### config.mk
export PLATFORM = sky130hd
export DESIGN_NAME = pci_host_bridge_config_space
export DESIGN_NICKNAME = d
export VERILOG_FILES = /design/src/phbcs_pkg.sv /design/src/phbcs_ram.sv /design/src/phbcs_lane.sv /design/src/pci_host_bridge_config_space.sv
export SDC_FILE = /design/constraint.sdc
export NUM_CORES = 2
export LEC_CHECK = 0
export ABC_AREA = 1
export ABC_CLOCK_PERIOD_IN_PS = 6600
export BUFFER_PORTS_ARGS = -buffer_cell sky130_fd_sc_hd__buf_2
export CAP_MARGIN = 20
export CORE_MARGIN = 5
export CORE_UTILIZATION = 59
export CTS_BUF_LIST = sky130_fd_sc_hd__clkbuf_8
export CTS_CLUSTER_SIZE = 16
export DETAILED_ROUTE_END_ITERATION = 10
export GPL_ROUTABILITY_DRIVEN = 0
export HOLD_SLACK_MARGIN = 0.06
export PLACE_DENSITY = 0.78
export RECOVER_POWER = 100
export REMOVE_ABC_BUFFERS = 1
export SYNTH_ARGS = -nofsm -noshare
export SYNTH_HDL_FRONTEND = slang
export SYNTH_SLANG_ARGS = --single-unit
### constraint.sdc
create_clock -name clk -period 6.6 [get_ports clk]
set_input_delay 1.98 -clock clk [delete_from_list [all_inputs] [get_ports clk]]
set_output_delay 1.98 -clock clk [all_outputs]
set_load 0.03 [all_outputs]
### src/phbcs_pkg.sv
// ----------------------------------------------------------------------------
// Host bridge config space package
// Shared types, constants and helper functions.
// ----------------------------------------------------------------------------
package phbcs_pkg;

	localparam int BANKS      = 4;
	localparam int BANK_DEPTH = 64;
	localparam int BANK_AW    = 6;
	localparam int NUM_AREAS  = 13;
	localparam int AREA_TOP   = 12;
	localparam int MAX_BYTES  = 4;

	// Byte offsets with special write rules
	localparam logic [7:0] A_CMD_LO     = 8'h04;
	localparam logic [7:0] A_STS_LO     = 8'h06;
	localparam logic [7:0] A_STS_HI     = 8'h07;
	localparam logic [7:0] A_LAT_TMR    = 8'h0D;
	localparam logic [7:0] A_LINE_SIZE  = 8'h0C;
	localparam logic [7:0] A_BIST       = 8'h0F;
	localparam logic [7:0] A_RO_LO      = 8'h10;
	localparam logic [7:0] A_RO_END     = 8'h34;
	localparam logic [7:0] A_CTRL_LO    = 8'h50;
	localparam logic [7:0] A_CTRL_HI    = 8'h51;
	localparam logic [7:0] A_ATTR_TOP   = 8'h59;
	localparam logic [7:0] A_ATTR_FIRST = 8'h5A;
	localparam logic [7:0] A_ATTR_LAST  = 8'h5F;
	localparam logic [4:0] A_DRB_HI5    = 5'h0C;
	localparam logic [7:0] A_SMRAM_RO   = 8'h72;
	localparam logic [7:0] A_ERR_CMD    = 8'h7A;

	// Write masks
	localparam logic [7:0] M_CMD_KEEP   = 8'h40;
	localparam logic [7:0] M_CMD_FORCE  = 8'h06;
	localparam logic [7:0] M_STS_W1C    = 8'hF9;
	localparam logic [7:0] M_LAT_TMR    = 8'hF8;
	localparam logic [7:0] M_CTRL_LO    = 8'h70;
	localparam logic [7:0] M_CTRL_HI    = 8'h8F;
	localparam logic [7:0] M_CTRL_FORCE = 8'h20;
	localparam logic [7:0] M_ERR_WR     = 8'hF5;
	localparam logic [7:0] M_ERR_HOLD   = 8'h0A;

	typedef struct packed {
		logic       active;
		logic       store;
		logic [1:0] idx;
		logic [7:0] addr;
		logic [7:0] wbyte;
		logic [7:0] sbyte;
		logic [7:0] rbyte;
	} lane_t;

	// Power-on contents of the config store
	function automatic logic [7:0] reset_byte(input logic [7:0] addr);
		logic [7:0] v;
		case (addr)
			8'h00:   v = 8'h86;
			8'h01:   v = 8'h80;
			8'h02:   v = 8'h37;
			8'h03:   v = 8'h12;
			8'h04:   v = 8'h06;
			8'h06:   v = 8'h80;
			8'h07:   v = 8'h02;
			8'h0B:   v = 8'h06;
			8'h51:   v = 8'h01;
			8'h58:   v = 8'h10;
			8'h72:   v = 8'h02;
			default: v = 8'h00;
		endcase
		return v;
	endfunction

	// Byte address served by a bank for an access starting at off; bit 8 marks wrap
	function automatic logic [8:0] bank_addr(input logic [7:0] off, input logic [1:0] bank);
		logic [1:0] lane;
		lane = bank - off[1:0];
		return {1'b0, off} + {7'd0, lane};
	endfunction

endpackage

### src/phbcs_ram.sv
// ----------------------------------------------------------------------------
// Generic single-port-write RAM
// One write port, one read port, read data registered.
// ----------------------------------------------------------------------------
module phbcs_ram #(
	parameter int WIDTH = 8,
	parameter int DEPTH = 64
) (
	input  logic                     clk,
	input  logic                     we,
	input  logic [$clog2(DEPTH)-1:0] waddr,
	input  logic [WIDTH-1:0]         wdata,
	input  logic                     re,
	input  logic [$clog2(DEPTH)-1:0] raddr,
	output logic [WIDTH-1:0]         rdata
);

	logic [WIDTH-1:0] mem [DEPTH];

	always_ff @(posedge clk) begin
		if (we) begin
			mem[waddr] <= wdata;
		end
		if (re) begin
			rdata <= mem[raddr];
		end
	end

endmodule

### src/phbcs_lane.sv
// ----------------------------------------------------------------------------
// Config space byte lane
// Decodes one bank's byte of an access and applies its write rule.
// ----------------------------------------------------------------------------
module phbcs_lane (
	input  logic              [1:0]  bank,
	input  logic                     kind,
	input  logic              [7:0]  offset,
	input  logic              [2:0]  byte_count,
	input  logic              [31:0] write_data,
	input  logic                     old_valid,
	input  logic              [7:0]  rdata,
	output phbcs_pkg::lane_t         lane
);

	logic [8:0] addr9;
	logic [1:0] idx;
	logic [2:0] cnt;
	logic [7:0] a;
	logic [7:0] b;
	logic [7:0] old;
	logic       active;
	logic       keep;
	logic [7:0] sbyte;

	assign addr9  = phbcs_pkg::bank_addr(offset, bank);
	assign idx    = bank - offset[1:0];
	assign a      = addr9[7:0];
	assign cnt    = (byte_count > 3'(phbcs_pkg::MAX_BYTES)) ? 3'(phbcs_pkg::MAX_BYTES)
	                                                         : byte_count;
	assign active = ({1'b0, idx} < cnt) && !addr9[8];
	assign b      = write_data[8*idx +: 8];
	// unwritten entries read as their power-on value
	assign old    = old_valid ? rdata : phbcs_pkg::reset_byte(a);

	always_comb begin
		keep  = 1'b1;
		sbyte = b;
		if (a >= phbcs_pkg::A_RO_LO && a < phbcs_pkg::A_RO_END) begin
			keep = 1'b0;
		end else begin
			case (a)
				phbcs_pkg::A_CMD_LO:
					sbyte = (b & phbcs_pkg::M_CMD_KEEP) | phbcs_pkg::M_CMD_FORCE;
				phbcs_pkg::A_STS_HI:
					sbyte = old & ~(b & phbcs_pkg::M_STS_W1C);
				phbcs_pkg::A_LAT_TMR:
					sbyte = b & phbcs_pkg::M_LAT_TMR;
				phbcs_pkg::A_STS_LO, phbcs_pkg::A_LINE_SIZE,
				phbcs_pkg::A_BIST, phbcs_pkg::A_SMRAM_RO:
					keep = 1'b0;
				phbcs_pkg::A_CTRL_LO:
					sbyte = b & phbcs_pkg::M_CTRL_LO;
				phbcs_pkg::A_CTRL_HI:
					sbyte = (b & phbcs_pkg::M_CTRL_HI) | phbcs_pkg::M_CTRL_FORCE;
				phbcs_pkg::A_ERR_CMD:
					sbyte = (old & phbcs_pkg::M_ERR_HOLD) | (b & phbcs_pkg::M_ERR_WR);
				default:
					sbyte = b;
			endcase
		end
	end

	assign lane.active = active;
	assign lane.store  = kind && active && keep;
	assign lane.idx    = idx;
	assign lane.addr   = a;
	assign lane.wbyte  = b;
	assign lane.sbyte  = sbyte;
	assign lane.rbyte  = old;

endmodule

### src/pci_host_bridge_config_space.sv
// ----------------------------------------------------------------------------
// Host bridge configuration space
// Flow: an accepted access is held in s1 while the banks read, and its result
// is registered into the output register once that frees. The next access is
// not taken until the write-back of the current one completes.
// Reset: async, clears enables, row flags and store valid bits at once.
// ----------------------------------------------------------------------------
module pci_host_bridge_config_space #(
	parameter int DRAM_ROWS = 8
) (
	input  logic        clk,
	input  logic        arst_n,
	// slave side
	input  logic        s_tvalid,
	output logic        s_tready,
	input  logic [47:0] s_tdata,   // offset[7:0], write_data[39:8], byte_count[42:40], zero pad
	input  logic [0:0]  s_tuser,   // kind[0]: 0 read, 1 write
	// master side
	output logic        m_tvalid,
	input  logic        m_tready,
	output logic [71:0] m_tdata,   // read_data[31:0], area_read_enable[44:32],
	                               // area_write_enable[57:45], row_mismatch[65:58], zero pad
	// DRAM row boundary register
	input  logic        cfg_valid,
	output logic        cfg_ready,
	input  logic [7:0]  cfg_data
);

	localparam int NA = phbcs_pkg::NUM_AREAS;

	// The store is split into four banks by the low two address bits, so the
	// up-to-four bytes of one access always land in distinct banks.

	logic                      v_s1;
	logic                      kind_s1;
	logic [7:0]                offset_s1;
	logic [31:0]               wdata_s1;
	logic [2:0]                count_s1;

	logic [7:0]                drb_q;
	logic [NA-1:0]             ren_q;
	logic [NA-1:0]             wen_q;
	logic [DRAM_ROWS-1:0]      rows_q;
	logic [phbcs_pkg::BANKS-1:0][phbcs_pkg::BANK_DEPTH-1:0] valid_q;

	logic                      out_valid_q;
	logic [71:0]               out_data_q;

	logic                      accept;
	logic                      done;
	logic [NA-1:0]             ren_d;
	logic [NA-1:0]             wen_d;
	logic [DRAM_ROWS-1:0]      rows_d;
	logic [7:0]                rows_out;
	logic [31:0]               rd;

	phbcs_pkg::lane_t          lane   [phbcs_pkg::BANKS];
	logic [7:0]                rdata  [phbcs_pkg::BANKS];
	logic [8:0]                raddr9 [phbcs_pkg::BANKS];

	// Hold an access in s1 while the banks read; finish when the output frees.
	assign s_tready  = !v_s1;
	assign accept    = s_tvalid && s_tready;
	assign done      = v_s1 && (!out_valid_q || m_tready);
	assign cfg_ready = 1'b1;
	assign m_tvalid  = out_valid_q;
	assign m_tdata   = out_data_q;

	for (genvar k = 0; k < phbcs_pkg::BANKS; k++) begin : g_bank
		assign raddr9[k] = phbcs_pkg::bank_addr(s_tdata[7:0], 2'(k));

		phbcs_ram #(
			.WIDTH(8),
			.DEPTH(phbcs_pkg::BANK_DEPTH)
		) u_ram (
			.clk   (clk),
			.we    (done && lane[k].store),
			.waddr (lane[k].addr[7:2]),
			.wdata (lane[k].sbyte),
			.re    (accept),
			.raddr (raddr9[k][7:2]),
			.rdata (rdata[k])
		);

		phbcs_lane u_lane (
			.bank       (2'(k)),
			.kind       (kind_s1),
			.offset     (offset_s1),
			.byte_count (count_s1),
			.write_data (wdata_s1),
			.old_valid  (valid_q[k][lane[k].addr[7:2]]),
			.rdata      (rdata[k]),
			.lane       (lane[k])
		);
	end

	// Gather read bytes into their lanes; update enables and row flags.
	always_comb begin
		logic [2:0] n;
		rd     = '0;
		ren_d  = ren_q;
		wen_d  = wen_q;
		rows_d = rows_q;
		for (int k = 0; k < phbcs_pkg::BANKS; k++) begin
			n = 3'(lane[k].addr - phbcs_pkg::A_ATTR_FIRST);
			if (lane[k].active && !kind_s1) begin
				rd[8*lane[k].idx +: 8] = lane[k].rbyte;
			end
			if (lane[k].store) begin
				if (lane[k].addr == phbcs_pkg::A_ATTR_TOP) begin
					ren_d[phbcs_pkg::AREA_TOP] = lane[k].wbyte[4];
					wen_d[phbcs_pkg::AREA_TOP] = lane[k].wbyte[5];
				end else if (lane[k].addr >= phbcs_pkg::A_ATTR_FIRST &&
				             lane[k].addr <= phbcs_pkg::A_ATTR_LAST) begin
					ren_d[{n, 1'b0}] = lane[k].wbyte[0];
					wen_d[{n, 1'b0}] = lane[k].wbyte[1];
					ren_d[{n, 1'b1}] = lane[k].wbyte[4];
					wen_d[{n, 1'b1}] = lane[k].wbyte[5];
				end
				if (lane[k].addr[7:3] == phbcs_pkg::A_DRB_HI5) begin
					for (int r = 0; r < DRAM_ROWS; r++) begin
						if (lane[k].addr[2:0] == 3'(r)) begin
							rows_d[r] = (lane[k].wbyte != drb_q);
						end
					end
				end
			end
		end
		rows_out = '0;
		for (int r = 0; r < DRAM_ROWS; r++) begin
			rows_out[r] = rows_d[r];
		end
	end

	// Capture the accepted beat; register the result when the access finishes.
	always_ff @(posedge clk) begin
		if (accept) begin
			kind_s1   <= s_tuser[0];
			offset_s1 <= s_tdata[7:0];
			wdata_s1  <= s_tdata[39:8];
			count_s1  <= s_tdata[42:40];
		end
		if (done) begin
			out_data_q <= {6'd0, rows_out, wen_d, ren_d, rd};
		end
	end

	always_ff @(posedge clk or negedge arst_n) begin
		if (!arst_n) begin
			v_s1        <= 1'b0;
			out_valid_q <= 1'b0;
			drb_q       <= '0;
			ren_q       <= '0;
			wen_q       <= '0;
			rows_q      <= '0;
			valid_q     <= '0;
		end else begin
			if (cfg_valid && cfg_ready) begin
				drb_q <= cfg_data;
			end
			// advance s1: set on accept, drop when the write-back completes
			if (accept) begin
				v_s1 <= 1'b1;
			end else if (done) begin
				v_s1 <= 1'b0;
			end
			if (done) begin
				out_valid_q <= 1'b1;
				ren_q       <= ren_d;
				wen_q       <= wen_d;
				rows_q      <= rows_d;
				for (int k = 0; k < phbcs_pkg::BANKS; k++) begin
					if (lane[k].store) begin
						valid_q[k][lane[k].addr[7:2]] <= 1'b1;
					end
				end
			end else if (m_tready) begin
				out_valid_q <= 1'b0;
			end
		end
	end

endmodule

Word-level counts from Yosys, hierarchy flattened
Memory sizes are Yosys's and may differ from the RTL's. A register that Yosys moved wholly into a read port is not among the register bits.
Index checks and enable logic that the tools add are counted.

cells by class
  $add $sub $neg = 24
  $mul = 0
  shifts and indexed selects = 12
  reduce and logical (&&, ||, !) cells = 80
  divide/modulo/power cells = 0
  bitwise operators = 17
  mux-type cells = 164
  equal/unequal tests = 100
  order comparisons = 45

operator list
  operator                                                                       number
  64-bit OR                                                                      4
  8-bit case mux with 8 select lines                                             4
  13-bit bitwise mux                                                             16
  13-bit 2-to-1 mux                                                              16
  8-bit by 7-bit == test with 1-bit output (second input constant)               24
  8-bit case mux with 6 select lines                                             4
  5-bit negator with 34-bit output                                               4
  8-bit by 34-bit variable shift with 32-bit output (first input constant)       4
  8-bit by 34-bit variable part select with 32-bit output                        4
  8-bit by 4-bit == test with 1-bit output (second input constant)               16
  32-bit 2-to-1 mux                                                              4
  8-bit 2-to-1 mux                                                               16
  32-bit by 6-bit variable part select with 8-bit output                         4
  32-bit bitwise mux                                                             3
  8-bit by 3-bit == test with 1-bit output (second input constant)               12
  12-bit 2-to-1 mux                                                              8
  1-bit 2-to-1 mux                                                               76
  8-bit by 2-bit == test with 1-bit output (second input constant)               8
  3-bit == test (second input constant)                                          16
  1-bit logical AND                                                              42
  4-bit by 5-bit less-than comparator with 1-bit output (second input constant)  8
  8-bit by 2-bit adder with 9-bit output                                         4
  8-bit by 2-bit adder with 8-bit output                                         4
  32-bit bitwise AND                                                             1
  32 further kinds                                                               140

word-level totals
  memories = 4
  memory bits (read-only) = 0
  memory bits (writable) = 2,048
  logic and storage cells = 461
  bits of input ports = 62
  output and inout port bits = 75
  bits in registers = 410
  bits in latches = 0

memory list
  name                 depth  bits a word  read ports  clocked after memory_dff  write ports  line             source
  g_bank[0].u_ram.mem  64     8            1           1                         1            phbcs_ram.sv:18  logic [WIDTH-1:0] mem [DEPTH];
  g_bank[1].u_ram.mem  64     8            1           1                         1            phbcs_ram.sv:18
  g_bank[2].u_ram.mem  64     8            1           1                         1            phbcs_ram.sv:18
  g_bank[3].u_ram.mem  64     8            1           1                         1            phbcs_ram.sv:18

Depth between registers and ports, before layout
  depth after elaboration = 27
  depth in mapped cells = 28
  gate-level depth less buffers = 24

By module
Synthesis repeated with hierarchy kept, for this count alone.

second synthesis, totals
  cells, all modules = 10,601
  area total of the unflattened synthesis = 111,517.0 sq um

modules (own cells, without submodules)
  module                             cells an instance  area each (sq um)  instances  seq. area each (sq um)
  phbcs_ram (g_bank[1].u_ram ...)    1,805              21,419.3           3          15,615.0
  phbcs_ram (g_bank[0].u_ram)        1,806              21,360.5           1          15,615.0
  pci_host_bridge_config_space       2,423              20,702.4           1          10,810.4
  phbcs_lane (g_bank[1].u_lane ...)  233                1,303.8            2          0.0
  phbcs_lane (g_bank[3].u_lane)      246                1,305.0            1          0.0
  phbcs_lane (g_bank[0].u_lane)      245                1,283.7            1          0.0

Worst setup path before layout
No wires, ideal clock.

  kind = flip-flop to flip-flop
  start point = reg offset_s1[0]
  end point = mem g_bank[0].u_ram.mem[0][3] (data pin)
  slack = 340 ps
  clock period less this slack = 6,260 ps
  required time = 5,899 ps
  buffers on the path = 4
  setup time = 701 ps
  arrival time = 5,559 ps
  stages on the path, launching flop included = 20
  cell sequence = edfxtp_1 > inv_1 > clkbuf_1 > clkbuf_1 > ha_1 > buf_2 > nand2_2 > nand3_1 > nand2_1 > nand2_2 > xor2_4 > inv_1 > buf_4 > nand2_1 > nor2_1 > nand2_1 > inv_1 > nor3_1 > inv_1 > o21ai_0

RTL lines
  what                    line                                 source
  from (decl)             pci_host_bridge_config_space.sv:36   logic [7:0] offset_s1;
  from (signal assigned)  pci_host_bridge_config_space.sv:139  offset_s1 <= s_tdata[7:0];
  to (decl)               phbcs_ram.sv:18

Final worst setup path
  start point = in s_tdata[2]
  end point = reg g_bank[3].u_ram.rdata[7] (read register of g_bank[3].u_ram.mem) (data pin)

on the way
  word-level cells in the longest chain between the ends = 1

RTL lines
  what                                    line                                source
  from (decl)                             pci_host_bridge_config_space.sv:16  input logic [47:0] s_tdata,
  8-bit by 2-bit adder with 8-bit output  phbcs_pkg.sv:77                     return {1'b0, off} + {7'd0, lane};
  to (decl)                               phbcs_ram.sv:15                     output logic [WIDTH-1:0] rdata

Every way passes these cells.
A chain may end at the register's enable or synchronous reset.

==> flow_metrics.py <==
metrics = {
    "grt": {
        "grt_pass1_wl_um": 421000,
        "antenna_found_initial": 11,
        "grt-ovfl-total": 0,
        "grt_pass1_vias": 71000,
        "grt_max_degree": 155,
        "grt_use_total_pct": 29.7,
    },
    "setup_path": {
        "regToRegStartpoint": "offset_s1[0]",
        "end_kind": "register",
        "worstPathArrival_ps": 7210,
        "critical_path.max_fanout": 62,
        "r2r_cells": 14,
        "critPathCapture": "g_bank[3].u_ram.rdata[7]",
        "crit_path_start": "s_tdata[2]",
        "cp-start-kind": "primary input",
        "required_ps": 7490,
        "critical_path_class": "primary input to register",
        "rrSetupSlack_ps": 340,
        "timing.rr.end": "g_bank[0].u_ram.mem[41][2]",
    },
    "finish": {
        "nFillCells": 12600,
        "fin_cells": 12000,
        "drive_gt1_share_pct": 9.47,
        "nets": 9457,
        "syn_to_final_growth_pct": 10.8,
    },
    "sta": {
        "fmax_mhz": 158,
        "setup_viol_count_final": 0,
        "layout_min_cycle_time_ps": 6320,
        "clock_skew_ps": 72.6,
        "finalHoldViolCount": 0,
        "worst_slew_pin_slew_ps": 4840,
        "fin_ws_ps": 283,
        "slew_headroom_pct": -223,
        "final-max-slew-violation-count": 1144,
        "fin_crit_sh_pct": 95.7,
        "rsz0062_at_grt": "no",
        "setup_tns_ps": 0,
    },
    "min_path": {
        "hold_path.class": "register to register",
        "min_path_cells": 0,
    },
    "logic_synthesis": {
        "ys_top_cells_by_area": "edfxtp_1 (63%), dfrtp_1 (7.2%), nand2_1 (6.1%), nand3_1 (4.2%), o21ai_0 (3.4%)",
        "ys_ff_latch": 2490,
        "yosys-top-cells-count": "edfxtp_1 (2190), nand2_1 (1701), nor2_1 (904)",
        "avgSynthCellArea_um2": 11.6,
        "ys_warn_count": 0,
        "seq_area_frac_synth_pct": 70.5,
        "synth_flop_cell": "edfxtp_1",
        "netlist_area_um2": 104000,
        "yosys.area.top_type": "edfxtp_1",
        "synth-edff-count": 2190,
        "synth.most_common_cell": "edfxtp_1",
        "synthArstFlopShare_pct": 12.0,
        "synth.top_cell.area_share_pct": 63.2,
        "synthCells": 8933,
        "synth.distinct_cells": 62,
    },
    "route": {
        "routedWlPerCell_um": 23.3,
        "via_per_inst": 6.08,
        "via_count": 73100,
        "drc": 0,
        "drt_iter0_drc": 9319,
        "routed_wl_um": 280000,
        "firstDrtPassIters": 10,
        "ant_nets": 0,
    },
    "clock_tree": {
        "htreeDepth": 5,
        "cts-buffers-inserted": 397,
        "cts_tree": "yes",
        "cts_sinks": 2490,
        "cts-root-buf": "clkbuf_8",
        "cts_resized": 0,
        "worstSkewPairLatency_ps": 1100,
        "holdBufCountCts": 0,
        "post_cts_buffers": 0,
        "clkSlewWorstSetupHoldPaths_ps": 60,
        "clock_path_buffers": 4,
    },
    "power_and_ir_drop": {
        "power.density_nw_per_um2": 343,
        "p_leak_nw": 43.3,
        "ir_drop_v": 0.000296,
    },
    "status": {
        "status": "complete, but fails checks",
        "violations": "capacitance limit, slew limit",
    },
    "die": {
        "die_y_um": 430,
        "initial_core_util_pct": 59.2,
        "io_pins": 137,
        "dieArea_um2": 185000,
        "chipWidth_um": 430,
        "rows": 154,
        "core_um2": 176000,
    },
    "job": {
        "drv_cap": 26,
    },
    "place": {
        "numPlacedInstances": 11300,
        "port_buffers": 124,
        "dpl.hpwl_um": 173000,
        "place_ws_ps": 900,
    },
}
flip-flops by register name, indices dropped and copies added (netlist names):
name	count
m_tdata	66
offset_s1	8
wen_q	13
count_s1	3
rows_q	8
kind_s1	1
g_bank.u_ram.rdata	32
g_bank.u_ram.mem	2048
m_tvalid	1
drb_q	8
wdata_s1	32
ren_q	13
valid_q	256
v_s1	1
area by class of cell:
type | instances | area [µm²] | share of cell area, %
clock inverter | 273 | 1270 | 1.10
sequential | 2490 | 73300 | 63.6
clock buffer | 428 | 5890 | 5.11
antenna | 6 | 15.0 | 0.0130
timing repair buffer | 297 | 1970 | 1.71
tap | 2340 | 2930 | 2.54
multi-input combinational | 5765 | 28300 | 24.6
inverter | 426 | 1610 | 1.40
cells by family after synthesis:
logic type | Yosys count | synth area share [%]
buffers and inverters | 979 | 3.65
xor gates and xnor gates | 46 | 0.420
muxes | 138 | 1.44
and+or+nand+nor | 3752 | 15.3
adders and majority gates | 18 | 0.217
other | 2 | 0.00722
DFF | 2490 | 70.5
AOI/OAI and AO/OA | 1508 | 8.52
metal layers:
layer / wire length [µm] / GRT usage, % / vias up
li1: - / - / 32300
met1: 100000 / 38.2 / 35100
met2: 128000 / 45.6 / 4659
met3: 31500 / 7.22 / 986
met4: 21000 / 19.2 / 2
met5: 11 / 0 / -
placed cells by master (no fill, tap or decap), drive strengths merged, types with 86 or more instances in the layout:
cell type	count
buf	156
mux2	96
nand2	1711
a21oi	304
o221ai	145
edfxtp	2190
clkinv	116
inv	571
o21ai	740
or2	138
clkbuf	568
conb	303
o211ai	86
nand3	878
dfrtp	300
nor2	926
worst min-delay path by stage:
| stage | start | slack [ps] | to |
|---|---|---|---|
| 2_1_floorplan | valid_q[10] | 350 | valid_q[10] |
| 3_3_place_gp | valid_q[75] | 360 | valid_q[75] |
| 3_5_place_dp | valid_q[11] | 370 | valid_q[11] |
| 4_1_cts | valid_q[9] | 380 | valid_q[9] |
| 5_1_grt | valid_q[69] | 390 | valid_q[69] |
| 6_report | valid_q[9] | 380 | valid_q[9] |
power by group:
| group | internal, W | leakage (nW) | switching (W) |
|---|---|---|---|
| Sequential | 0.0197 | 23.5 | 0.000457 |
| Combinational | 0.00159 | 15.5 | 0.00580 |
| Clock | 0.00620 | 4.28 | 0.00587 |
| Total | 0.0275 | 43.3 | 0.0121 |
worst max-delay path, stage by stage:
cell and delay, ps:
clkbuf_1 1050, clkbuf_2 1350, clkinv_2 300, nand2_2 900
buf_4 490, o221ai_1 190, a21oi_1 230, o21ai_0 150
nand3_1 220, nand3_1 90, nand2_1 200
metrics by stage:
stage          utilization (%)  total power (W)  hold slack, ps  instance area, µm²
2_1_floorplan                -           0.0246             354              103000
3_5_place_dp              61.8           0.0276             366              109000
4_1_cts                   65.8           0.0395             380              116000
5_1_grt                   65.6           0.0410             385              115000
3_3_place_gp              61.7           0.0273             365              108000
6_report                  65.6           0.0396             376              115000
Power figures use the tool's default switching activity.
